<file path="src/hdl/ufp_pkg.sv">
// package for the feedback frame parser: frame geometry, reset values and shared types
// no dependencies; imported by every ufp module and by the top level
`default_nettype none

package ufp_pkg;

  localparam int unsigned FrameLen       = 18;
  localparam int unsigned WordCount      = FrameLen / 2;
  localparam int unsigned IdxW           = $clog2(FrameLen + 1);
  localparam logic [15:0] StartWordReset = 16'hABCD;

  // one received byte moving from the input register to the frame logic
  typedef struct packed {
    logic       valid;
    logic [7:0] data;
  } ufp_byte_t;

  // payload words, first received field (command_one) in the lowest bits
  typedef struct packed {
    logic        [15:0] led_command;
    logic signed [15:0] board_temperature;
    logic signed [15:0] battery_voltage;
    logic signed [15:0] speed_left_meas;
    logic signed [15:0] speed_right;
    logic signed [15:0] command_two;
    logic signed [15:0] command_one;
  } ufp_payload_t;

  typedef struct packed {
    logic         valid;
    ufp_payload_t payload;
  } ufp_result_t;

endpackage

`default_nettype wire

</file>
<file path="src/hdl/ufp_in_stage.sv">
// input register of the frame parser: holds one accepted byte until the frame logic takes it
// depends on ufp_pkg
`default_nettype none

module ufp_in_stage
  import ufp_pkg::*;
(
  input  wire logic       clk_i,
  input  wire logic       rst_ni,
  input  wire logic       tvalid_i,
  output logic            tready_o,
  input  wire logic [7:0] tdata_i,
  input  wire logic       adv_i,
  output ufp_byte_t       byte_o
);

  logic       valid_q;
  logic       valid_d;
  logic [7:0] data_q;

  // free when empty or when the held byte moves on this cycle
  assign tready_o = !valid_q || adv_i;
  assign valid_d  = tready_o ? tvalid_i : valid_q;

  always_ff @(posedge clk_i or negedge rst_ni) begin
    if (!rst_ni) begin
      valid_q <= 1'b0;
    end else begin
      valid_q <= valid_d;
    end
  end

  always_ff @(posedge clk_i) begin
    if (tvalid_i && tready_o) begin
      data_q <= tdata_i;
    end
  end

  assign byte_o.valid = valid_q;
  assign byte_o.data  = data_q;

endmodule

`default_nettype wire

</file>
<file path="src/hdl/ufp_frame.sv">
// frame state of the parser: start word detect, byte buffer, index and checksum check
// depends on ufp_pkg
`default_nettype none

module ufp_frame
  import ufp_pkg::*;
(
  input  wire logic        clk_i,
  input  wire logic        rst_ni,
  input  wire logic        cfg_we_i,
  input  wire logic [15:0] cfg_wdata_i,
  input  wire ufp_byte_t   byte_i,
  input  wire logic        adv_i,
  output ufp_result_t      res_o
);

  localparam logic [IdxW-1:0] IdxFirst = IdxW'(2);
  localparam logic [IdxW-1:0] IdxLast  = IdxW'(FrameLen - 1);

  logic [15:0]     start_q;
  logic [7:0]      prev_q;
  logic [IdxW-1:0] idx_q;
  logic [IdxW-1:0] idx_d;
  logic [7:0]      bytes_q [FrameLen];

  logic [7:0]  cur;
  logic [15:0] pair;
  logic        process;
  logic        hit;
  logic        append;
  logic        done;
  logic [15:0] xor_sum;
  logic [15:0] w0;
  logic [15:0] w8;

  assign cur     = byte_i.data;
  assign pair    = {cur, prev_q};
  assign process = adv_i && byte_i.valid;
  assign hit     = (pair == start_q);
  assign append  = !hit && (idx_q >= IdxFirst) && (idx_q <= IdxLast);
  assign done    = append && (idx_q == IdxLast);

  // checksum over words 0..7, all already stored when the last byte arrives
  always_comb begin
    xor_sum = '0;
    for (int k = 0; k < WordCount - 1; k++) begin
      xor_sum = xor_sum ^ {bytes_q[2*k+1], bytes_q[2*k]};
    end
  end

  assign w0 = {bytes_q[1], bytes_q[0]};
  assign w8 = {cur, bytes_q[FrameLen-2]};

  always_comb begin
    idx_d = idx_q;
    if (process) begin
      priority if (hit) begin
        idx_d = IdxFirst;
      end else if (done) begin
        idx_d = '0;
      end else if (append) begin
        idx_d = idx_q + IdxW'(1);
      end else begin
        // byte outside a frame leaves the index idle
        idx_d = idx_q;
      end
    end
  end

  always_ff @(posedge clk_i or negedge rst_ni) begin
    if (!rst_ni) begin
      start_q <= StartWordReset;
      prev_q  <= '0;
      idx_q   <= '0;
    end else begin
      if (cfg_we_i) begin
        start_q <= cfg_wdata_i;
      end
      if (process) begin
        prev_q <= cur;
      end
      idx_q <= idx_d;
    end
  end

  always_ff @(posedge clk_i) begin
    if (process) begin
      if (hit) begin
        bytes_q[0] <= prev_q;
        bytes_q[1] <= cur;
      end else if (append) begin
        bytes_q[idx_q] <= cur;
      end
    end
  end

  assign res_o.valid = process && done && (w0 == start_q) && (xor_sum == w8);
  assign res_o.payload.command_one       = {bytes_q[3], bytes_q[2]};
  assign res_o.payload.command_two       = {bytes_q[5], bytes_q[4]};
  assign res_o.payload.speed_right       = {bytes_q[7], bytes_q[6]};
  assign res_o.payload.speed_left_meas   = {bytes_q[9], bytes_q[8]};
  assign res_o.payload.battery_voltage   = {bytes_q[11], bytes_q[10]};
  assign res_o.payload.board_temperature = {bytes_q[13], bytes_q[12]};
  assign res_o.payload.led_command       = {bytes_q[15], bytes_q[14]};

  // index is idle or counts collected bytes
  a_idx_range: assert property (@(posedge clk_i) disable iff (!rst_ni)
    (idx_q == '0) || ((idx_q >= IdxFirst) && (idx_q <= IdxLast)))
    else $error("frame index out of range");

  // a result only comes with the last byte of a frame
  a_res_on_last: assert property (@(posedge clk_i) disable iff (!rst_ni)
    res_o.valid |-> (idx_q == IdxLast) && !hit)
    else $error("result without a complete frame");

  // start word always restarts the frame
  a_restart: assert property (@(posedge clk_i) disable iff (!rst_ni)
    (process && hit) |=> (idx_q == IdxFirst))
    else $error("start word did not restart the frame");

  // a completed frame always returns to idle
  a_close: assert property (@(posedge clk_i) disable iff (!rst_ni)
    (process && done) |=> (idx_q == '0))
    else $error("frame not closed after last byte");

endmodule

`default_nettype wire

</file>
<file path="src/hdl/ufp_out_stage.sv">
// output register of the frame parser: holds one decoded frame until the receiver takes it
// depends on ufp_pkg
`default_nettype none

module ufp_out_stage
  import ufp_pkg::*;
(
  input  wire logic        clk_i,
  input  wire logic        rst_ni,
  input  wire ufp_result_t res_i,
  output logic             adv_o,
  output logic             tvalid_o,
  input  wire logic        tready_i,
  output ufp_payload_t     tdata_o
);

  logic         valid_q;
  logic         valid_d;
  ufp_payload_t data_q;

  // the frame logic may step when the register is empty or drains now
  assign adv_o   = !valid_q || tready_i;
  assign valid_d = adv_o ? res_i.valid : valid_q;

  always_ff @(posedge clk_i or negedge rst_ni) begin
    if (!rst_ni) begin
      valid_q <= 1'b0;
    end else begin
      valid_q <= valid_d;
    end
  end

  always_ff @(posedge clk_i) begin
    if (adv_o && res_i.valid) begin
      data_q <= res_i.payload;
    end
  end

  assign tvalid_o = valid_q;
  assign tdata_o  = data_q;

endmodule

`default_nettype wire

</file>
<file path="src/hdl/uart_feedback_frame_parser.sv">
// top level of the feedback frame parser: byte stream in, decoded frame words out
// depends on ufp_pkg, ufp_in_stage, ufp_frame and ufp_out_stage
//
// usage
//   s_axis carries one received serial byte per transaction in tdata[7:0]
//   m_axis carries one transaction per valid frame: seven 16-bit words
//   cfg_we_i / cfg_wdata_i write the 16-bit start word (low byte received first),
//   reset value 0xABCD; write only while no byte is in flight
//   a frame is the start word plus 16 more bytes; it is passed on when its first
//   word matches the start word and the xor of words 0..7 equals word 8, else dropped
//   a start word seen anywhere restarts the frame
// timing
//   one byte per cycle sustained while m_axis is not stalled; the last byte of a
//   frame goes through the input register, then the frame logic, whose result is
//   registered into the output register
// reset
//   asynchronous, active low; clears both valid flags, the frame index, the last
//   byte and restores the start word; the frame buffer is not cleared
// stall
//   while m_axis is stalled with a result held, the frame logic pauses, one more
//   byte waits in the input register and s_axis_tready then drops
`default_nettype none

module uart_feedback_frame_parser
  import ufp_pkg::*;
(
  input  wire logic         clk_i,
  input  wire logic         rst_ni,
  input  wire logic         cfg_we_i,
  input  wire logic [15:0]  cfg_wdata_i,
  input  wire logic         s_axis_tvalid,
  output logic              s_axis_tready,
  input  wire logic [7:0]   s_axis_tdata,   // [7:0] rx_byte
  output logic              m_axis_tvalid,
  input  wire logic         m_axis_tready,
  // [15:0] command_one, [31:16] command_two, [47:32] speed_right,
  // [63:48] speed_left_meas, [79:64] battery_voltage,
  // [95:80] board_temperature, [111:96] led_command
  output logic [111:0]      m_axis_tdata
);

  ufp_byte_t    in_byte;
  ufp_result_t  result;
  ufp_payload_t out_payload;
  logic         adv;

  // input register, parts the byte stream from the frame logic
  ufp_in_stage u_in (
    .clk_i    (clk_i),
    .rst_ni   (rst_ni),
    .tvalid_i (s_axis_tvalid),
    .tready_o (s_axis_tready),
    .tdata_i  (s_axis_tdata),
    .adv_i    (adv),
    .byte_o   (in_byte)
  );

  // start detection, buffer, index and checksum
  ufp_frame u_frame (
    .clk_i       (clk_i),
    .rst_ni      (rst_ni),
    .cfg_we_i    (cfg_we_i),
    .cfg_wdata_i (cfg_wdata_i),
    .byte_i      (in_byte),
    .adv_i       (adv),
    .res_o       (result)
  );

  // result register toward the receiver
  ufp_out_stage u_out (
    .clk_i    (clk_i),
    .rst_ni   (rst_ni),
    .res_i    (result),
    .adv_o    (adv),
    .tvalid_o (m_axis_tvalid),
    .tready_i (m_axis_tready),
    .tdata_o  (out_payload)
  );

  assign m_axis_tdata = out_payload;

endmodule

`default_nettype wire

</file>
<file path="config.mk">
export PLATFORM = sky130hd
export DESIGN_NAME = uart_feedback_frame_parser
export DESIGN_NICKNAME = d
export VERILOG_FILES = /design/src/hdl/ufp_pkg.sv /design/src/hdl/ufp_in_stage.sv /design/src/hdl/ufp_frame.sv /design/src/hdl/ufp_out_stage.sv /design/src/hdl/uart_feedback_frame_parser.sv
export SDC_FILE = /design/constraint.sdc
export NUM_CORES = 1
export LEC_CHECK = 0
export ABC_CLOCK_PERIOD_IN_PS = 12800
export BUFFER_PORTS_ARGS = -buffer_cell sky130_fd_sc_hd__buf_2
export CAP_MARGIN = 20
export CORE_MARGIN = 4
export CORE_UTILIZATION = 45
export DETAILED_ROUTE_END_ITERATION = 8
export GPL_ROUTABILITY_DRIVEN = 0
export PLACE_DENSITY_LB_ADDON = 0.25
export SYNTH_ARGS = -nofsm -noshare
export SYNTH_HDL_FRONTEND = slang
export SYNTH_SLANG_ARGS = --single-unit
export TNS_END_PERCENT = 50
</file>
<file path="constraint.sdc">
create_clock -name clk_i -period 12.8 [get_ports clk_i]
set_input_delay 1.28 -clock clk_i [delete_from_list [all_inputs] [get_ports clk_i]]
set_output_delay 1.28 -clock clk_i [all_outputs]
set_load 0.01 [all_outputs]
</file>
# Word level (Yosys, flattened, before mapping)
# Memories as Yosys holds them, arrays and structs flattened.
# Cells that the tools add are included.
# totals
out_inout_bits	114
inputBits	29
register_bits	151
n_memories	1
mem_bits_ro	0
latchBits	0
mem_bits_rw	144
word_cells	58
# op_classes
mux	13
bitwise	7
eq_ne	4
reduce_logical	17
shifts	0
n_addsub	1
n_mul	0
n_div	0
magnitude_cmp	2
# memory_table
name	depth	width	read_ports	rd_clocked_by_memory_dff	wr	line	text
u_frame.bytes_q	18	8	17	0	2	ufp_frame.sv:24	logic [7:0] bytes_q [FrameLen];
# op_table
operator	n
$xor A16 B16 Y16	7
$eq A16 B16 Y1	3
$mux W5	4
$logic_and A1 B1 Y1	9
$mux W1	8
$mux W8	1
$reduce_or A8 Y1	1
$add A5 B1 Y5 const B	1
$eq A5 B5 Y1 const B	1
$ge A5 B2 Y1 const B	1
$le A5 B5 Y1 const B	1
$logic_not A1 Y1	3
$reduce_bool A3 Y1	1
$logic_or A1 B1 Y1	2
$reduce_and A2 Y1	1

# Depth between registers and ports, before layout
# Gate-level depths: netlist (run 1).
# depth
depth_word	10
depth_mapped	9

# Hierarchy
# A second synthesis (run 1) with hierarchy kept.
# unflattened
hier_cells	569
area_unflattened_um2	10872.9
# modules_own_cells
mod	area_per_inst_um2	cells_each	seq_area_each_um2	n_inst
ufp_frame	7154.4	440	4822.1	1
ufp_out_stage	3417.0	116	3388.2	1
ufp_in_stage	301.5	13	265.3	1

# Worst setup path after synthesis (run 1)
# OpenSTA, ideal clock, no wires.
# synth_timing
kind	input-to-reg
startpoint	in m_axis_tready
endpoint	reg, netlist name u_out.tdata_o[0]
required_time_ns	11.942
setup_ns	0.858
cell_stages	6
setup_slack_ns	-0.688
t_arrival_ns	12.630
cell_sequence	nand2b_1 and2_1 nand2_1 nor2_1 nand4_1 nor4_1
# synth_between
elab_chain_len	6
# synth_lines
item	line	text
start: declaration	uart_feedback_frame_parser.sv:35	input wire logic m_axis_tready,
$logic_or A1 B1 Y1 *	ufp_out_stage.sv:22	assign adv_o = !valid_q || tready_i;
$logic_and A1 B1 Y1	ufp_frame.sv:38	assign process = adv_i && byte_i.valid;
$logic_and A1 B1 Y1 (3 in a row)	ufp_frame.sv:97	assign res_o.valid = process && done && (w0 == start_q) && (xor_sum == w8);
$logic_and A1 B1 Y1 *	ufp_out_stage.sv:34	if (adv_o && res_i.valid) begin
# Mark *: on every way between the ends. The rest lies on a longest branch, timed or not.
# A chain may end at the register's enable or synchronous reset.

# Worst setup path after layout (run 1)
# layout_timing
startpoint	in m_axis_tready
endpoint	reg, netlist name u_out.tdata_o[15]
# layout_between
elab_chain_len	6
# layout_lines
item	line
$logic_or A1 B1 Y1 *	ufp_out_stage.sv:22
$logic_and A1 B1 Y1	ufp_frame.sv:38
$logic_and A1 B1 Y1 (3 in a row)	ufp_frame.sv:97
$logic_and A1 B1 Y1 *	ufp_out_stage.sv:34
# Marks and branches as above.

==> flow_summary_export.csv, run 1 <==
group,metric,value,unit
outcome,status,"finished clean",
sta,post-route-min-period,3.50,ns
synthesis,synth_edf_count,256,
grt,grt_max_degree,80,
routing,vias_per_cell,4.95,
clock_network,cts_tree,"built",
die,num_rows,56,
synthesis,seq_area_frac_synth,77.5,%
setup_path,critPathArrivalTime,3.65,ns
routing,vias,5381,
place,port_buffers,142,
synthesis,synth.net_count,610,
sta,rsz0062_at_grt,"false",
die,die_h,164,um
pwr,vdd_ir_drop_max,0.104,mV
grt,grt_overflow_total,0,
finish,final_nets,779,
clock_network,cts_made_buffers,29,
setup_path,required,12.95,ns
grt,grt_use_met3,3.04,%
sta,max-slew-margin-rel,34.2,%
grt,grt_use_met2,27.0,%
sta,tns,0,ns
synthesis,synthTopCellsByArea,"edfxtp_1 (70%), xnor2_1 (9.9%), dfrtp_1 (4.8%)",
sta,hold_viol,0,
synthesis,synth_most_common_cell,"edfxtp_1",
hold_path,worstHoldPathType,"register to register",
synthesis,synthFlopType,"edfxtp_1",
synthesis,ys_seq_elements,287,
grt,grt_usage,16.0,%
setup_path,start_kind,"primary input",
die,core,23700,um^2
synthesis,synth_top_area_share,70.2,%
routing,wire_per_inst,19.9,um
clock_network,cts-resized-gates,0,
setup_path,path_class,"primary input to register",
finish,nFillCells,1890,
synthesis,yosys.cell_types.count,44,
clock_network,root_buffer,"clkbuf_16",
sta,slew_viol_final,0,
die,dieArea,26900,um^2
die,die_width,164,um
clock_network,clk_latency,0.54,ns
routing,postRouteAntennaNets,0,
finish,finalInstanceArea,12900,um^2
grt,antenna_found_initial,0,
finish,antenna_cells,0,
routing,firstDrtPassIters,4,
place,place_area,12100,um^2
finish,syn2layout_area_growth,18.0,%
clock_network,path_clk_slew,0.06,ns
synthesis,synth_cells,577,
clock_network,htreeDepth,1,
sta,tightest_slew,0.987,ns
synthesis,synth_top_area_cell,"edfxtp_1",
sta,max_freq,286,MHz
synthesis,yosys-top-cells-count,"edfxtp_1 (256), xnor2_1 (124), nand2_1 (33), dfrtp_1 (21)",
grt,grt_pass1_vias,5658,
job,maxCapViolCount,0,
die,start_util,46.2,%
sta,finClkSkew,0.0164,ns
clock_network,hold_buffers,0,
grt,met1_usage,21.7,%
synthesis,syn_area,10900,um^2
synthesis,yosysWarningCount,0,
setup_path,cp-end-kind,"register",
pwr,powerDensity,148,nW/um^2
clock_network,cts_num_sinks,287,
setup_path,crit_fanout,79,
clock_network,clock_path_buffers,3,
routing,drt_iter0_drc,408,
place,dp_hpwl,15000,um
routing,drc,0,
sta,fin_crit_sh,27.3,%
sta,setup-violations-final,0,
grt,top_usage_layer,"met2",
pwr,power_leakage,4.59,nW
synthesis,postSynthAreaPerCell,19.0,um^2
routing,wirelength,21600,um
grt,grt_pass1_wl,33000,um
clock_network,post_cts.repair.setup_buffers,0,
synthesis,synthArstFlopShare,10.8,%
finish,layout-drive-gt1-share,29.1,%
die,pin_count,143,
cells by family (layout without fill, tap and decap cells):
group | after synthesis | after routing | share of synthesized area, %
compound gates | 13 | 13 | 1.12
xor+xnor | 150 | 150 | 13.3
fa+ha+maj | 4 | 4 | 0.457
buf+inv | 10 | 200 | 0.434
flops | 287 | 287 | 77.5
mux | 24 | 24 | 2.74
simple gates | 89 | 89 | 4.53
path summary, 6_finish.rpt:
kind | start | endpoint | slack [ns] | depth (start not counted)
worst max-delay path | m_axis_tready | u_out.tdata_o[15] | 9.30 | 8
min in group asynchronous | rst_ni | u_frame.idx_q[2] | 0.80 | 1
worst max register to register | u_in.data_q[4] | u_out.tdata_o[15] | 9.33 | 6
worst min register to register | u_frame.bytes_q[4][2] | u_out.tdata_o[18] | 0.47 | 0
max in group asynchronous | rst_ni | u_frame.idx_q[1] | 11.54 | 1
worst min-delay path | u_frame.bytes_q[4][2] | u_out.tdata_o[18] | 0.47 | 0
stage by stage:
step / util, % / instances / setup WS [ns] / power, mW / hold WS [ns]
finish: 54.5 / 1086 / 9.30 / 1.91 / 0.471
global route: 54.5 / 1086 / 9.04 / 1.98 / 0.483
CTS: 54.5 / 1086 / 9.30 / 1.93 / 0.475
detailed placement: 50.9 / 1034 / 8.75 / 1.17 / 0.457
global placement: 50.9 / 1034 / 8.95 / 1.17 / 0.458
floorplan: - / 577 / 4.13 / 1.14 / 0.447
routing by layer:
| layer | vias up | share of wire, % | wire (um) |
|---|---|---|---|
| met4 | 0 | 1.7 | 366 |
| met5 | - | 0 | 0 |
| met2 | 206 | 49 | 10700 |
| met3 | 23 | 7.3 | 1590 |
| met1 | 2680 | 42 | 8990 |
| li1 | 2472 | - | - |
critical path, cell delays in order:
cell      delay [ns]
buf_2           0.09
nand2b_1        0.14
and2_1          0.40
nand2_1         0.23
nor2_1          0.19
nand4_1         0.16
nor4_4          0.32
buf_4           0.77
power breakdown:
part	internal (mW)	total [mW]	switching, mW
clock	0.434	0.763	0.329
combinational	0.0387	0.0757	0.0369
sequential	1.04	1.08	0.0394
layout by cell type (no fill, tap or decap), types with 3 or more instances in the layout:
cell type / n
mux2_4: 8
dfstp_2: 10
nand2_1: 33
buf_2: 142
ha_1: 4
and3_1: 11
mux2_2: 16
xnor2_1: 124
nand4_1: 11
clkbuf_16: 29
and2_1: 7
xor2_1: 16
nor2_1: 8
clkbuf_1: 7
inv_1: 4
clkinv_1: 9
nand2b_1: 3
edfxtp_1: 256
dfrtp_1: 21
xnor3_1: 10
final cells by class:
class                   instances  area [um^2]  area share (%)
multi-input cells             280         2430            18.9
repair buffers                144          726            5.62
clock inverters                16          106           0.824
well taps                     319          399            3.09
clock buffers                  36          752            5.83
flip-flops and latches        287         8480            65.7
inverters                       4         15.0           0.116
sequential cells by signal, indices dropped and copies added, names as in the netlist:
signal           cells
u_frame.start_q     16
u_out.tvalid_o       1
u_in.data_q          8
u_frame.bytes_q    136
u_frame.prev_q       8
u_in.valid_q         1
u_frame.idx_q        5
u_out.tdata_o      112
(Power assumes the default switching activity.)
==> inputs of run 2 (changes only) <==
--- a/config.mk
+++ b/config.mk
@@ -5,7 +5,7 @@
 export SDC_FILE = /design/constraint.sdc
 export NUM_CORES = 1
 export LEC_CHECK = 0
-export ABC_CLOCK_PERIOD_IN_PS = 12800
+export ABC_CLOCK_PERIOD_IN_PS = 3000
 export BUFFER_PORTS_ARGS = -buffer_cell sky130_fd_sc_hd__buf_2
 export CAP_MARGIN = 20
 export CORE_MARGIN = 4
==> constraint.sdc (replaced) <==
create_clock -name clk_i -period 3 [get_ports clk_i]
set_input_delay 0.3 -clock clk_i [delete_from_list [all_inputs] [get_ports clk_i]]
set_output_delay 0.3 -clock clk_i [all_outputs]
set_load 0.01 [all_outputs]
==> run 2 against run 1 <==
Compared with the run above:
- worst hold slack got worse by 0.46 ns
- power rose to 4.6 times the previous value
- via count rose by 3.3%
- sequential share of layout area fell by 3.3 points
- utilization rose by 2.9 points
- largest cell class unchanged
- largest power group unchanged
- highest routed layer unchanged
==> flow_summary_export.csv, run 2 (synthesis results as in run 1) <==
group,metric,value,unit
setup_path,crit_fanout,18,
finish,final_nets,829,
sta,slew_viol_final,0,
clock_network,cts_made_buffers,28,
die,start_util,46.2,%
grt,antenna_found_initial,0,
sta,tightest_slew,0.719,ns
die,dieArea,26900,um^2
finish,finalInstanceArea,13600,um^2
sta,fin_crit_sh,92.2,%
sta,tns,0,ns
clock_network,clk_latency,0.53,ns
job,maxCapViolCount,0,
sta,hold_viol,0,
sta,post-route-min-period,2.76,ns
place,dp_hpwl,15700,um
routing,vias,5561,
place,port_buffers,142,
clock_network,htreeDepth,1,
grt,grt_overflow_total,0,
routing,wirelength,22200,um
grt,grt_max_degree,35,
sta,rsz0062_at_grt,"false",
setup_path,critPathArrivalTime,3.00,ns
finish,syn2layout_area_growth,24.2,%
routing,vias_per_cell,4.89,
clock_network,clock_path_buffers,3,
routing,postRouteAntennaNets,0,
clock_network,cts_num_sinks,287,
hold_path,worstHoldPathType,"primary input to register",
pwr,vdd_ir_drop_max,0.442,mV
clock_network,path_clk_slew,0.06,ns
routing,drt_iter0_drc,299,
finish,largest_register_ffs,136,
sta,fin_ws,0.235,ns
sta,max-slew-margin-rel,52.1,%
finish,layout-drive-gt1-share,32.5,%
place,placed_cells,1063,
finish,most-common-layout-cells,"edfxtp_1 (256), buf_2 (142), xnor2_1 (124)",
setup_path,start_kind,"register",
place,place_area,12300,um^2
pwr,powerDensity,643,nW/um^2
routing,firstDrtPassIters,4,
pwr,power_leakage,4.95,nW
sta,setup-violations-final,0,
finish,mostFrequentLayoutCell,"edfxtp_1",
place,place_worst_setup_slack,0.180,ns
setup_path,required,3.24,ns
routing,drc,0,
finish,antenna_cells,0,
routing,wire_per_inst,19.5,um
sta,finClkSkew,0.00927,ns
setup_path,path_class,"register to register",
grt,grt_usage,16.5,%
grt,grt_pass1_wl,33600,um
sta,max_freq,362,MHz
outcome,status,"finished clean",
die,num_rows,56,
setup_path,cp-end-kind,"register",
die,die_h,164,um
die,pin_count,143,
clock_network,root_buffer,"clkbuf_16",
clock_network,post_cts.repair.setup_buffers,0,
finish,finalNonFillerCells,1137,
finish,largest-register,"u_frame.bytes_q",
sta,fin_hold_ws,0.0152,ns
finish,nFillCells,1844,
grt,grt_pass1_vias,5814,
die,die_width,164,um
die,core,23700,um^2
clock_network,cts_tree,"built",
## run 2: cell count changes in the layout (fill, tap and decap cells not counted), moves of 3 or more
cell / before / now
clkinv_2: 2 / 5
buf_4: 2 / 26
dlygate4sd3_1: 0 / 22
clkbuf_8: 0 / 8
clkinv_1: 9 / 0
bufinv_16: 1 / 5
clkbuf_1: 7 / 3
buf_12: 0 / 5
## run 2: repair_timing
item                                   CTS  global route
gates resized for setup                  0             1
setup endpoints to repair                0            68
hold buffers                            22             0
endpoints found under the hold margin   42             0
## run 2: per-stage QoR
step           util [%]  power (mW)
3_3_place_gp       52.1        4.98
3_5_place_dp       52.1        5.00
4_1_cts            57.4        8.80
6_report           57.4        8.74
2_1_floorplan         -        4.85
5_1_grt            57.4        9.04
## run 2: path summary, 6_finish.rpt
check | start | endpoint | slack, ns | cells past startpoint
min in group asynchronous | rst_ni | u_frame.prev_q[1] | 0.37 | 2
min reg2reg | u_frame.bytes_q[12][7] | u_out.tdata_o[87] | 0.47 | 0
max reg2reg | u_frame.bytes_q[6][7] | u_out.tdata_o[84] | 0.24 | 8
min | cfg_wdata_i[8] | u_frame.start_q[8] | 0.02 | 2
max in group asynchronous | rst_ni | u_in.valid_q | 2.17 | 2
max | u_frame.bytes_q[6][7] | u_out.tdata_o[84] | 0.24 | 8
## run 2: critical path, stage by stage (launching register included)
cell and delay (ns):
edfxtp_1 0.41, xnor2_1 0.19, xnor3_1 0.44, xnor2_1 0.16, nor4_1 0.36, nand2_1 0.14, nor4_4 0.37, buf_12 0.22
buf_12 0.17
## run 2: cell type report
class,count,area [um^2],share of cell area [%]
clock inverters,12,190,1.40
multi-input cells,280,2440,18.0
well taps,319,399,2.94
clock buffers,40,847,6.23
flip-flops and latches,287,8480,62.3
repair buffers,195,1230,9.02
inverters,4,15.0,0.110
## run 2: metal layers
metal | global-route usage, % | vias to the layer above | wire (um)
met3 | 2.36 | 32 | 1240
met2 | 29.3 | 182 | 11200
met5 | 0 | - | 0
li1 | - | 2575 | -
met4 | 4.00 | 0 | 399
met1 | 21.7 | 2772 | 9340
## run 2: report_power, final
part           total, mW  internal (mW)  switching [mW]
Sequential          4.54           4.42           0.116
Combinational      0.409          0.197           0.212
Clock               3.79           2.39            1.40
Total               8.74           7.00            1.73
==> inputs of run 3 (changes only) <==
--- a/config.mk
+++ b/config.mk
@@ -5,6 +5,7 @@
 export SDC_FILE = /design/constraint.sdc
 export NUM_CORES = 1
 export LEC_CHECK = 0
+export ABC_AREA = 1
 export ABC_CLOCK_PERIOD_IN_PS = 3000
 export BUFFER_PORTS_ARGS = -buffer_cell sky130_fd_sc_hd__buf_2
 export CAP_MARGIN = 20
==> run 3 against run 2 <==
Compared with the run above:
- design area grew 6.2%
- die area grew 8.8%
- highest routed layer unchanged
- global-route usage grew 1.5 points
- first-iteration DRC count grew 84%
- clock power shrank 2%
- flip-flop and latch count is the same
==> flow_summary_export.csv, run 3 <==
group,metric,value,unit
synthesis,yosys-top-cells-count,"nand2_1 (305), edfxtp_1 (256), inv_1 (122), nand3_1 (63), nor2_1 (45)",
routing,dr_wl_met2,12700,um
grt,grt_pass1_wl,40700,um
sta,max_freq,368,MHz
synthesis,synth_top_area_cell,"edfxtp_1",
die,pin_count,143,
synthesis,yosys.cell_types.count,33,
clock_network,cts-resized-gates,0,
die,num_rows,59,
finish,nFillCells,2168,
finish,largest-register,"u_frame.bytes_q",
synthesis,seq_area_frac_synth,70.9,%
synthesis,synth_top_area_share,64.3,%
synthesis,yosysWarningCount,0,
setup_path,crit_fanout,74,
routing,wirelength,26500,um
clock_network,cts_num_sinks,287,
grt,grt_pass1_vias,7387,
die,die_width,171,um
job,maxCapViolCount,0,
setup_path,regToRegSetupSlack,0.28,ns
routing,vias_per_cell,4.84,
synthesis,synthFlopType,"edfxtp_1",
synthesis,synth.net_count,1024,
clock_network,htreeDepth,1,
sta,rsz0062_at_grt,"false",
routing,wire_per_inst,17.0,um
setup_path,start_kind,"register",
setup_path,critPathBufInv,3,
routing,firstDrtPassIters,5,
sta,tightest_slew,0.803,ns
pwr,powerDensity,663,nW/um^2
die,start_util,45.9,%
setup_path,cp-end-kind,"register",
sta,setup-violations-final,0,
pwr,vdd_ir_drop_max,0.358,mV
sta,fin_ws,0.285,ns
clock_network,hold_buffers,15,
finish,largest_register_ffs,136,
setup_path,cpMostUsedCell,"nand2_1",
place,port_buffers,142,
setup_path,slowest_delay,0.59,ns
sta,slew_viol_final,0,
setup_path,path_delay_family,"simple AND/OR/NAND/NOR gates",
synthesis,synthArstFlopShare,10.8,%
routing,wl_met3,1570,um
routing,routed.top_layer,"met4",
setup_path,path_class,"register to register",
synthesis,syn_area,12000,um^2
hold_path,worstHoldPathType,"primary input to register",
setup_path,required,3.19,ns
grt,grt_overflow_total,0,
routing,drc,0,
pwr,power_leakage,6.11,nW
clock_network,clock_path_buffers,3,
place,place_worst_setup_slack,0.310,ns
finish,layout-drive-gt1-share,21.6,%
sta,fin_crit_sh,90.5,%
finish,mostFrequentLayoutCell,"nand2_1",
finish,antenna_cells,0,
setup_path,path_cells,"xnor2_1, inv_1, nand2_1, nand2_1, nand3_1, nand3_1, nor2_1, nand2_1, nor2_1, nand2_1, clkinvlp_4, buf_12",
routing,drt_iter0_drc,549,
finish,most-common-layout-cells,"nand2_1 (305), edfxtp_1 (256), buf_2 (142)",
synthesis,synth_cells,991,
synthesis,synth_most_common_cell,"nand2_1",
outcome,status,"finished clean",
sta,post-route-min-period,2.72,ns
setup_path,critPathSlowestCell,"edfxtp_1",
die,dieArea,29200,um^2
routing,vias,7548,
place,dp_hpwl,18700,um
grt,grt_usage,18.1,%
finish,ff_latch_area,8480,um^2
finish,multi_input_area,2990,um^2
setup_path,critPathArrivalTime,2.91,ns
sta,hold_viol,0,
clock_network,path_clk_slew,0.06,ns
clock_network,cts_made_buffers,30,
synthesis,ys_seq_elements,287,
clock_network,root_buffer,"clkbuf_16",
die,die_h,171,um
routing,wl_met1,11700,um
clock_network,cts_tree,"built",
synthesis,synth_edf_count,256,
routing,postRouteAntennaNets,0,
synthesis,synthTopCellsByArea,"edfxtp_1 (64%), nand2_1 (9.6%), dfrtp_1 (4.4%)",
grt,grt_max_degree,75,
finish,syn2layout_area_growth,20.8,%
clock_network,clk_latency,0.55,ns
die,core,26100,um^2
synthesis,postSynthAreaPerCell,12.1,um^2
sta,max-slew-margin-rel,46.4,%
sta,finClkSkew,0.0147,ns
sta,tns,0,ns
finish,final_nets,1235,
clock_network,post_cts.repair.setup_buffers,0,
grt,antenna_found_initial,0,
==> run 3: changes by cell type after synthesis, moves of 7 or more <==
cell      change
o21ai_2       +7
and3_1       -11
xnor3_1      -10
nand2_1     +272
nor2_1       +37
o21ai_0      +20
xnor2_1      -89
nand3b_1     +21
inv_1       +118
xor2_1       +21
mux2_4        -8
and2_1        -7
nand4_1       -9
nand3_1      +61
==> run 3: area by class of cell <==
class	instances	share of cell area, %
Sequential cell	287	58.7
Tap cell	335	2.90
Inverter	125	3.27
Timing Repair Buffer	184	7.54
Clock inverter	19	1.26
Multi-Input combinational cell	574	20.7
Clock buffer	37	5.67
==> run 3: tightest hold or removal path: stages <==
cell	delay, ns
buf_2	0.11
nand2_1	0.05
o21ai_0	0.08
==> run 3: worst paths after layout <==
kind	from	end	cells past startpoint
max reg2reg	u_in.data_q[3]	u_out.tdata_o[55]	12
min in group asynchronous	rst_ni	u_frame.idx_q[4]	2
min	cfg_wdata_i[9]	u_frame.start_q[9]	3
max	u_in.data_q[3]	u_out.tdata_o[55]	12
max in group asynchronous	rst_ni	u_frame.start_q[1]	2
min reg2reg	u_frame.bytes_q[11][4]	u_out.tdata_o[76]	0
==> run 3: cell families (layout without fill, tap and decap cells) <==
group	Yosys count	in the layout	share of synthesized area, %
compound gates	33	33	1.67
buf+inv	130	365	4.24
flops	287	287	70.9
mux	12	12	1.13
xor+xnor	72	72	5.28
simple gates	453	453	16.4
fa+ha+maj	4	4	0.419
==> run 3: power breakdown <==
group	switching (mW)	total, mW	internal, mW
combinational	0.710	1.11	0.405
sequential	0.183	4.75	4.57
clock	1.51	3.71	2.19
total	2.41	9.57	7.17
==> run 3: metrics by stage <==
step | hold WS [ns] | total power [mW] | instances | util [%] | cell area, um^2
after global routing | 0.00652 | 9.98 | 1561 | 55.4 | 14400
after detailed placement | 0.422 | 5.93 | 1490 | 51.0 | 13300
after CTS | 0.00536 | 9.65 | 1561 | 55.4 | 14400
after global placement | 0.421 | 5.90 | 1490 | 51.0 | 13300
after floorplan | 0.00441 | 5.59 | 991 | - | 12000
final | 0.0112 | 9.57 | 1561 | 55.4 | 14400
==> run 3: routing by layer <==
metal	up-vias	GRT usage [%]
li1	3716	-
met1	3580	25.1
met2	213	30.6
met3	39	2.54
met4	0	4.17
met5	-	0
